--- config.mk ---
export PLATFORM = sky130hd
export DESIGN_NAME = first_substring_match_finder
export DESIGN_NICKNAME = d
export VERILOG_FILES = /design/src/design/fsmf_pkg.sv /design/src/design/fsmf_cell.sv /design/src/design/first_substring_match_finder.sv
export SDC_FILE = /design/constraint.sdc
export NUM_CORES = 1
export LEC_CHECK = 0
export BUFFER_PORTS_ARGS = -buffer_cell sky130_fd_sc_hd__buf_2
export CAP_MARGIN = 30
export CORE_ASPECT_RATIO = 1.5
export CORE_MARGIN = 1.5
export CORE_UTILIZATION = 60
export CTS_CLUSTER_SIZE = 28
export DETAILED_ROUTE_END_ITERATION = 16
export GPL_TIMING_DRIVEN = 0
export PLACE_DENSITY = 0.86
export SLEW_MARGIN = 20
export SYNTH_ARGS = -nofsm -noshare
export SYNTH_HDL_FRONTEND = slang
export SYNTH_SLANG_ARGS = --single-unit
--- constraint.sdc ---
create_clock -name i_clk -period 8.6 [get_ports i_clk]
set_input_delay 1.72 -clock i_clk [delete_from_list [all_inputs] [get_ports i_clk]]
set_output_delay 1.72 -clock i_clk [all_outputs]
set_load 0.01 [all_outputs]
--- src/design/fsmf_pkg.sv ---
// Shared types and constants for the first substring match finder.
`default_nettype none

package fsmf_pkg;

    localparam int unsigned PATTERN_MAX = 16;
    localparam int unsigned PAT_CNT_W   = $clog2(PATTERN_MAX + 1);
    localparam int unsigned TXT_CNT_W   = 16;
    localparam int unsigned POS_W       = 16;
    localparam int unsigned IN_DATA_W   = 8;
    localparam int unsigned IN_USER_W   = 2;
    localparam int unsigned OUT_DATA_W  = 24;

    localparam logic [TXT_CNT_W-1:0] TEXT_MAX = TXT_CNT_W'(65535);

    typedef logic [7:0] t_byte;

    typedef enum logic [IN_USER_W-1:0] {
        REQ_CLEAR   = 2'd0,
        REQ_PATTERN = 2'd1,
        REQ_TEXT    = 2'd2
    } t_req;

    typedef struct packed {
        logic clr_pat;
        logic load_pat;
        logic clr_text;
        logic shift_text;
    } t_cell_ctl;

    typedef struct packed {
        logic             pattern_overflow;
        logic             text_overflow;
        logic [POS_W-1:0] match_position;
        logic             found;
    } t_result;

    localparam int unsigned RESULT_W = $bits(t_result);

endpackage

`default_nettype wire

--- src/design/fsmf_cell.sv ---
// One window cell: a pattern byte and a text byte, both shifted along the row.
`default_nettype none

module fsmf_cell
    import fsmf_pkg::*;
(
    input  wire       i_clk,
    input  wire       i_rst_n,
    input  t_cell_ctl i_ctl,
    input  t_byte     i_pat_byte,
    input  wire       i_pat_valid,
    input  t_byte     i_txt_byte,
    input  wire       i_txt_valid,
    output t_byte     o_pat_byte,
    output logic      o_pat_valid,
    output t_byte     o_txt_byte,
    output logic      o_txt_valid,
    output logic      o_hit
);

    t_byte r_pat_byte;
    logic  r_pat_valid;
    t_byte r_txt_byte;
    logic  r_txt_valid;

    always_ff @(posedge i_clk) begin
        if (!i_rst_n) begin
            r_pat_valid <= 1'b0;
            r_txt_valid <= 1'b0;
        end else begin
            if (i_ctl.clr_pat) begin
                r_pat_valid <= 1'b0;
            end else if (i_ctl.load_pat) begin
                r_pat_valid <= i_pat_valid;
            end
            if (i_ctl.clr_text) begin
                r_txt_valid <= 1'b0;
            end else if (i_ctl.shift_text) begin
                r_txt_valid <= i_txt_valid;
            end
        end
    end

    always_ff @(posedge i_clk) begin
        if (i_ctl.load_pat) begin
            r_pat_byte <= i_pat_byte;
        end
        if (i_ctl.shift_text) begin
            r_txt_byte <= i_txt_byte;
        end
    end

    // compare against the byte entering this cell on the current shift
    assign o_hit       = !r_pat_valid || (i_txt_valid && (r_pat_byte == i_txt_byte));
    assign o_pat_byte  = r_pat_byte;
    assign o_pat_valid = r_pat_valid;
    assign o_txt_byte  = r_txt_byte;
    assign o_txt_valid = r_txt_valid;

endmodule

`default_nettype wire

--- src/design/first_substring_match_finder.sv ---
// Top level of the first substring match finder: cell row, search state, result buffer.
`default_nettype none

// Takes one request per clock cycle while tready is high, clear, pattern byte or text
// byte alike. The pattern (up to 16 bytes, stored newest-first) and the newest 16 text
// bytes shift side by side through a row of 16 cells, each comparing its pattern byte
// with the text byte entering it, so the whole window is checked in the cycle a text
// byte is accepted. The result for a tlast text byte is registered into the output
// register, or the skid entry if that is stalled. A two-entry result buffer keeps the
// slave side ready while one result waits; tready drops only while two results are held.

module first_substring_match_finder
    import fsmf_pkg::*;
(
    input  wire                   i_clk,
    input  wire                   i_rst_n,
    input  wire                   i_s_tvalid,
    output logic                  o_s_tready,
    input  wire  [IN_DATA_W-1:0]  i_s_tdata,   // [7:0] data_byte
    input  wire                   i_s_tlast,   // is_last
    input  wire  [IN_USER_W-1:0]  i_s_tuser,   // [1:0] req_type
    output logic                  o_m_tvalid,
    input  wire                   i_m_tready,
    output logic [OUT_DATA_W-1:0] o_m_tdata    // [0] found, [16:1] match_position,
                                               // [17] text_overflow, [18] pattern_overflow
);

    logic                 r_out_valid;
    t_result              r_out_data;
    logic                 r_skid_valid;
    t_result              r_skid_data;
    logic [PAT_CNT_W-1:0] r_pat_count;
    logic                 r_pat_ovf;
    logic [TXT_CNT_W-1:0] r_text_count;
    logic                 r_match_seen;
    logic [POS_W-1:0]     r_first_pos;
    logic                 r_text_ovf;

    logic                 n_pat_count_en;
    logic                 n_text_ovf;
    logic                 n_match;
    logic [TXT_CNT_W:0]   n_pos_wide;
    logic                 n_res_valid;
    t_result              n_res;

    logic      w_accept;
    t_req      w_req;
    logic      w_pat_full;
    t_cell_ctl w_ctl;
    logic      w_all_hit;

    t_byte               w_pat_chain [PATTERN_MAX+1];
    logic                w_pv_chain  [PATTERN_MAX+1];
    t_byte               w_txt_chain [PATTERN_MAX+1];
    logic                w_tv_chain  [PATTERN_MAX+1];
    logic [PATTERN_MAX-1:0] w_hit;

    assign o_s_tready = !r_skid_valid;
    assign w_accept   = i_s_tvalid && o_s_tready;
    assign w_req      = t_req'(i_s_tuser);
    assign w_pat_full = (r_pat_count == PAT_CNT_W'(PATTERN_MAX));

    always_comb begin
        w_ctl = '0;
        if (w_accept) begin
            case (w_req)
                REQ_CLEAR: begin
                    w_ctl.clr_pat  = 1'b1;
                    w_ctl.clr_text = 1'b1;
                end
                REQ_PATTERN: begin
                    w_ctl.load_pat = !w_pat_full;
                end
                REQ_TEXT: begin
                    w_ctl.shift_text = (r_text_count != TEXT_MAX);
                    w_ctl.clr_text   = i_s_tlast;
                end
                default: begin
                    w_ctl = '0;
                end
            endcase
        end
    end

    assign w_pat_chain[0] = i_s_tdata[7:0];
    assign w_pv_chain[0]  = 1'b1;
    assign w_txt_chain[0] = i_s_tdata[7:0];
    assign w_tv_chain[0]  = 1'b1;

    for (genvar g = 0; g < PATTERN_MAX; g++) begin : g_cell
        fsmf_cell u_cell (
            .i_clk       (i_clk),
            .i_rst_n     (i_rst_n),
            .i_ctl       (w_ctl),
            .i_pat_byte  (w_pat_chain[g]),
            .i_pat_valid (w_pv_chain[g]),
            .i_txt_byte  (w_txt_chain[g]),
            .i_txt_valid (w_tv_chain[g]),
            .o_pat_byte  (w_pat_chain[g+1]),
            .o_pat_valid (w_pv_chain[g+1]),
            .o_txt_byte  (w_txt_chain[g+1]),
            .o_txt_valid (w_tv_chain[g+1]),
            .o_hit       (w_hit[g])
        );
    end

    assign w_all_hit = &w_hit;

    always_comb begin
        n_pat_count_en = w_ctl.load_pat;
        n_text_ovf     = r_text_ovf ||
                         (w_accept && (w_req == REQ_TEXT) && !w_ctl.shift_text);
        n_match        = w_ctl.shift_text && !r_match_seen &&
                         (r_pat_count != '0) && w_all_hit;
        n_pos_wide     = {1'b0, r_text_count} + (TXT_CNT_W+1)'(2)
                         - (TXT_CNT_W+1)'(r_pat_count);
        n_res_valid    = w_accept && (w_req == REQ_TEXT) && i_s_tlast;
        n_res.pattern_overflow = r_pat_ovf;
        n_res.text_overflow    = n_text_ovf;
        if (r_pat_count == '0) begin
            n_res.found          = 1'b1;
            n_res.match_position = POS_W'(1);
        end else if (r_match_seen) begin
            n_res.found          = 1'b1;
            n_res.match_position = r_first_pos;
        end else if (n_match) begin
            n_res.found          = 1'b1;
            n_res.match_position = n_pos_wide[POS_W-1:0];
        end else begin
            n_res.found          = 1'b0;
            n_res.match_position = '0;
        end
    end

    always_ff @(posedge i_clk) begin
        if (!i_rst_n) begin
            r_pat_count  <= '0;
            r_pat_ovf    <= 1'b0;
            r_text_count <= '0;
            r_match_seen <= 1'b0;
            r_first_pos  <= '0;
            r_text_ovf   <= 1'b0;
            r_out_valid  <= 1'b0;
            r_skid_valid <= 1'b0;
        end else begin
            if (w_ctl.clr_pat) begin
                r_pat_count <= '0;
                r_pat_ovf   <= 1'b0;
            end else if (n_pat_count_en) begin
                r_pat_count <= r_pat_count + PAT_CNT_W'(1);
            end else if (w_accept && (w_req == REQ_PATTERN)) begin
                r_pat_ovf <= 1'b1;
            end

            if (w_ctl.clr_text) begin
                r_text_count <= '0;
                r_match_seen <= 1'b0;
                r_first_pos  <= '0;
                r_text_ovf   <= 1'b0;
            end else begin
                r_text_ovf <= n_text_ovf;
                if (w_ctl.shift_text) begin
                    r_text_count <= r_text_count + TXT_CNT_W'(1);
                end
                if (n_match) begin
                    r_match_seen <= 1'b1;
                    r_first_pos  <= n_pos_wide[POS_W-1:0];
                end
            end

            if (!r_out_valid || i_m_tready) begin
                if (r_skid_valid) begin
                    r_out_valid  <= 1'b1;
                    r_skid_valid <= n_res_valid;
                end else begin
                    r_out_valid <= n_res_valid;
                end
            end else if (n_res_valid) begin
                r_skid_valid <= 1'b1;
            end
        end
    end

    always_ff @(posedge i_clk) begin
        if (!r_out_valid || i_m_tready) begin
            if (r_skid_valid) begin
                r_out_data  <= r_skid_data;
                r_skid_data <= n_res;
            end else begin
                r_out_data <= n_res;
            end
        end else if (n_res_valid) begin
            r_skid_data <= n_res;
        end
    end

    assign o_m_tvalid = r_out_valid;
    assign o_m_tdata  = {(OUT_DATA_W-RESULT_W)'(0), r_out_data};

endmodule

`default_nettype wire

* Yosys cells after proc, flatten, opt, wreduce, memory -nomap -nowiden
Cells that the tools add are included.
** Storage, ports and cells
- Register bits after elaboration :: 359
- Input port bits :: 15
- Word-level logic and storage cells :: 192
** Operators by class
- $add $sub $neg :: 4
- Bitwise logic cells :: 2
- Multiplexer cells :: 16
- Eq/ne operators :: 21
- Reductions and logical operators :: 71
** Operator list (count)
- 8-bit equality test :: 16
- 19-bit 2-to-1 mux :: 4
- 17-bit 2-to-1 mux :: 3
- 1-bit logical AND :: 23
- 1-bit logical NOT :: 21
- 1-bit logical OR :: 18
- 16-bit by 1-bit adder with 16-bit output, second input constant :: 1
- 16-bit by 2-bit adder with 16-bit output, second input constant :: 1
- 16-bit != test, second input constant :: 1
- 16-bit AND reduction :: 1
- 16-bit by 5-bit subtractor with 16-bit output :: 1
- 1-bit 2-to-1 mux :: 7
- 5-bit by 1-bit adder with 5-bit output, second input constant :: 1
- 5-bit equality test, second input constant :: 1
- 5-bit logical NOT :: 1
- 5-bit nonzero test :: 1
- 4-bit 2-to-1 mux :: 1
- 2-bit AND reduction :: 2
- 2-bit OR reduction :: 2
- 2-bit by 1-bit equality test with 1-bit output, second input constant :: 1
- 2-bit equality test, second input constant :: 1
- 2-bit logical NOT :: 1
- 2-bit != test, second input constant :: 1
- 1-bit inverter :: 2
- 2 further kinds :: 2

* Depth between registers and ports, before layout
- Depth after elaboration :: 12
- Gate-level depth with buffers :: 12
- Depth with buffers taken out :: 12

* Modules after synthesis
From an unflattened synthesis, not the netlist that was laid out.
** Second synthesis, totals
- Cell total of the unflattened synthesis :: 1012
- Area, all modules :: 14831.7 sq um
** By module, submodules not included
- fsmf_cell :: cells an instance 34, instances 16, area each 653.1 sq um
- first_substring_match_finder :: cells an instance 468, instances 1, area each 4381.7 sq um

* Worst setup path before layout
Ideal clock, no wire load.
- Path kind :: input to register
- Start point :: in i_s_tuser[1]
- End point :: reg g_cell[0].u_cell.r_pat_byte[0] (enable)
- Stages on the path :: 4
- Arrival :: 5.959 ns
- Slack :: 2.098 ns
- Required time :: 8.058 ns
- Path buffers :: 1
- Cell sequence :: nor3_1 nand3_1 inv_1 clkbuf_1
** RTL lines
- from (decl) :: line first_substring_match_finder.sv:21 : input wire [IN_USER_W-1:0] i_s_tuser,
- to (signal assigned) :: line fsmf_cell.sv:46 : r_pat_byte <= i_pat_byte;
- to (decl) :: line fsmf_cell.sv:21 : t_byte r_pat_byte;

==> flow_summary.ini <==
[die]
rows = 69
die_h_um = 193
core-area_um2 = 23700
fp.dieW_um = 129
ioPinCount = 41
die_area_um2 = 24900
start_util_pct = 60.8

[status]
status = completed

[timing]
rsz0062_at_grt = false
final_hold_viol_count = 0
slew_viol_final = 0
final.min_clock_period_ps = 3890
setup_tns_ps = 0
finalSetupViolations = 0
clock.fmax_mhz = 257
slew_headroom_pct = 42.3
skew_ps = 19.7
period_share_pct = 45.3
tightest_slew_ps = 863

[logic_synthesis]
synth_top_flop_cell = edfxtp_1
seq_area_frac_synth_pct = 69.8
netlist_area_um2 = 14400
yosys_warnings = 0
synth-edff-count = 286
avgSynthCellArea_um2 = 13.8
synthArstFlopShare_pct = 0
ys_types = 58
netlist_instances = 1041
ys_ff_latch = 359

[pwr]
power_leakage_uw = 0.00538
power_density_nw_per_um2 = 211
vdd_drop_max_mv = 0.177
power.total_uw = 3400

[clock_tree]
clkTransAtPathRegs_ps = 60
cts_tree = done
h-tree-depth = 1
clock-root-buffer = clkbuf_16
cts_hold_buf = 0
cts.sinks = 359
cts_resized = 0
cts_made_buffers = 31
insertion_delay_ps = 590
post_cts_buffers = 0
clockBufferDepth = 3

[drt]
routed_wl_mm = 26.8
routed-via-count = 8361
drc = 0
wl_met2_mm = 14.2
drt-pass1-iter-count = 5
drt_iter0_drc = 799
antenna_left = 0
topRoutingLayerUsed = met4
wl_met1_mm = 9.99
wl_per_cell_um = 18.3
met3_length_mm = 1.63
vias_per_cell = 5.72

[final_layout]
final_util_pct = 68.2
final_cell_count_no_fill = 1462
drive_above_1_share_pct = 10.6
fin_area_um2 = 16100
antenna_cells = 0
nets = 1166
syn_to_final_growth_pct = 12.1

[placed_design]
place_congestion = 0.870
io_buffers = 35
dp_hpwl_mm = 17.7
place_area_um2 = 15100
dp_cells = 1403

[worst_setup_path]
r2r_start = r_text_count[1]
cp.arrival_ps = 4160
crit_chain = buf_2, inv_1, nor3_1, nand3_1, inv_1, clkbuf_4, buf_16, buf_16
slowest_delay_ps = 530
path_class = input port to register
reg2reg_slack_ps = 5200
slowest_stage = clkbuf_4
required_ps = 8870
cp-end-kind = register
crit_fanout = 54
crit_path_start = i_s_tvalid
startpoint_type = input port

[global_route]
grt_pass1_vias = 8300
overflow = 0
antenna_found_initial = 0
grt.total_usage_pct = 22.2
grt_pass1_wl_mm = 42.5
grt_start_max_net_pins = 55

[worst_hold_path]
min-delay-start = g_cell[9].u_cell.o_txt_byte[1]
min_path_type = register to register

[run]
maxCapViolCount = 0
[where the power goes]
part	internal, uW	switching (uW)	leakage (uW)
clock	774	607	0.000499
combinational	35.0	63.8	0.00161
sequential	1900	19.7	0.00328
total	2710	691	0.00538
[worst max-delay path: cells and delay by family]
| family | cells | cell delay [ps] |
|---|---|---|
| buffers and inverters | 6 | 1570 |
| AND/OR/NAND/NOR | 2 | 800 |
[cell usage after synthesis, types with 2 or more instances]
master / number / area share [%]
a31oi_1: 5 / 0.22
inv_1: 32 / 0.83
a22oi_1: 3 / 0.16
nand3_2: 7 / 0.49
buf_6: 2 / 0.16
nand3_1: 34 / 1.2
o2111ai_1: 2 / 0.12
nor4_1: 2 / 0.087
buf_4: 6 / 0.31
o21bai_1: 2 / 0.10
nand2_1: 136 / 3.5
o21ai_0: 20 / 0.70
o31ai_1: 24 / 1.3
ha_1: 32 / 2.8
a21o_1: 8 / 0.42
a31o_2: 2 / 0.12
nor3_2: 2 / 0.14
and3_1: 6 / 0.26
a21oi_2: 2 / 0.12
nor3_1: 5 / 0.17
nor3b_1: 2 / 0.10
a21oi_1: 64 / 2.2
nor2_1: 41 / 1.1
nand4_1: 26 / 1.1
xor2_1: 19 / 1.2
edfxtp_1: 286 / 60
dfxtp_1: 73 / 10
a2111oi_0: 2 / 0.12
nand2b_1: 2 / 0.087
a211oi_1: 2 / 0.10
clkbuf_1: 19 / 0.50
buf_1: 2 / 0.052
o211ai_1: 5 / 0.26
a211o_1: 2 / 0.12
buf_2: 4 / 0.14
xnor2_1: 138 / 8.4
[worst paths after layout]
path | cells past startpoint | end
min | 0 | g_cell[10].u_cell.o_txt_byte[1]
max | 8 | g_cell[9].u_cell.o_pat_byte[5]
max reg2reg | 11 | o_m_tdata[12]
min reg2reg | 0 | g_cell[10].u_cell.o_txt_byte[1]
[per-layer routing]
metal / vias up / GRT usage [%]
li1: 3922 / -
met1: 4061 / 27.1
met2: 315 / 39.8
met3: 63 / 2.83
met4: 0 / 8.93
met5: - / 0
[flip-flops by register name, indices dropped and copies added (netlist names)]
register	count
g_cell.u_cell.o_pat_byte	128
g_cell.u_cell.o_pat_valid	16
g_cell.u_cell.o_txt_byte	120
g_cell.u_cell.o_txt_valid	15
o_m_tdata	19
o_m_tvalid	1
r_first_pos	16
r_match_seen	1
r_pat_count	5
r_pat_ovf	1
r_skid_data	19
r_skid_valid	1
r_text_count	16
r_text_ovf	1
[cell type report]
type / instances / area [um^2]
plain buffers: 33 / 174
clock buffers: 40 / 830
clock inverters: 18 / 181
fillers: 1583 / 7530
inverters: 33 / 124
multi-input cells: 620 / 4070
flip-flops and latches: 359 / 10000
well taps: 319 / 399
repair buffers: 40 / 297
[per-stage QoR]
stage,setup WS (ps),hold slack [ps]
3_3_place_gp,-175,449
2_1_floorplan,2100,427
5_1_grt,4530,474
6_report,4710,461
4_1_cts,4720,455
3_5_place_dp,4200,455
[layout by cell type, fill, tap and decap left out, types with 3 or more instances in the layout]
cell type and count:
inv_1 32, buf_2 39, xnor2_1 138, a31oi_1 5, clkbuf_1 24, a22oi_1 3
dfxtp_1 73, bufinv_16 3, o21ai_0 20, buf_16 4, clkbuf_16 31, buf_4 6
ha_1 32, o211ai_1 5, conb_1 5, and3_1 6, a21oi_1 64, xor2_1 19
clkinv_2 8, o31ai_1 24, nor2_1 41, nand3_2 7, a21o_1 8, buf_6 3
nand3_1 34, clkinv_1 4, nand2_1 136, nand4_1 26, nor3_1 5, edfxtp_1 286
[logic make-up (layout without fill, tap and decap cells)]
family | Yosys count | in the layout | synth area share [%]
AOI/OAI and AO/OA | 151 | 151 | 6.53
xor gates and xnor gates | 157 | 157 | 9.55
adders and majority gates | 33 | 33 | 2.92
buffers and inverters | 66 | 164 | 2.02
DFF | 359 | 359 | 69.8
muxes | 1 | 1 | 0.0782
other | 1 | 5 | 0.0261
and+or+nand+nor | 273 | 273 | 9.04
(Power assumes the default switching activity.)
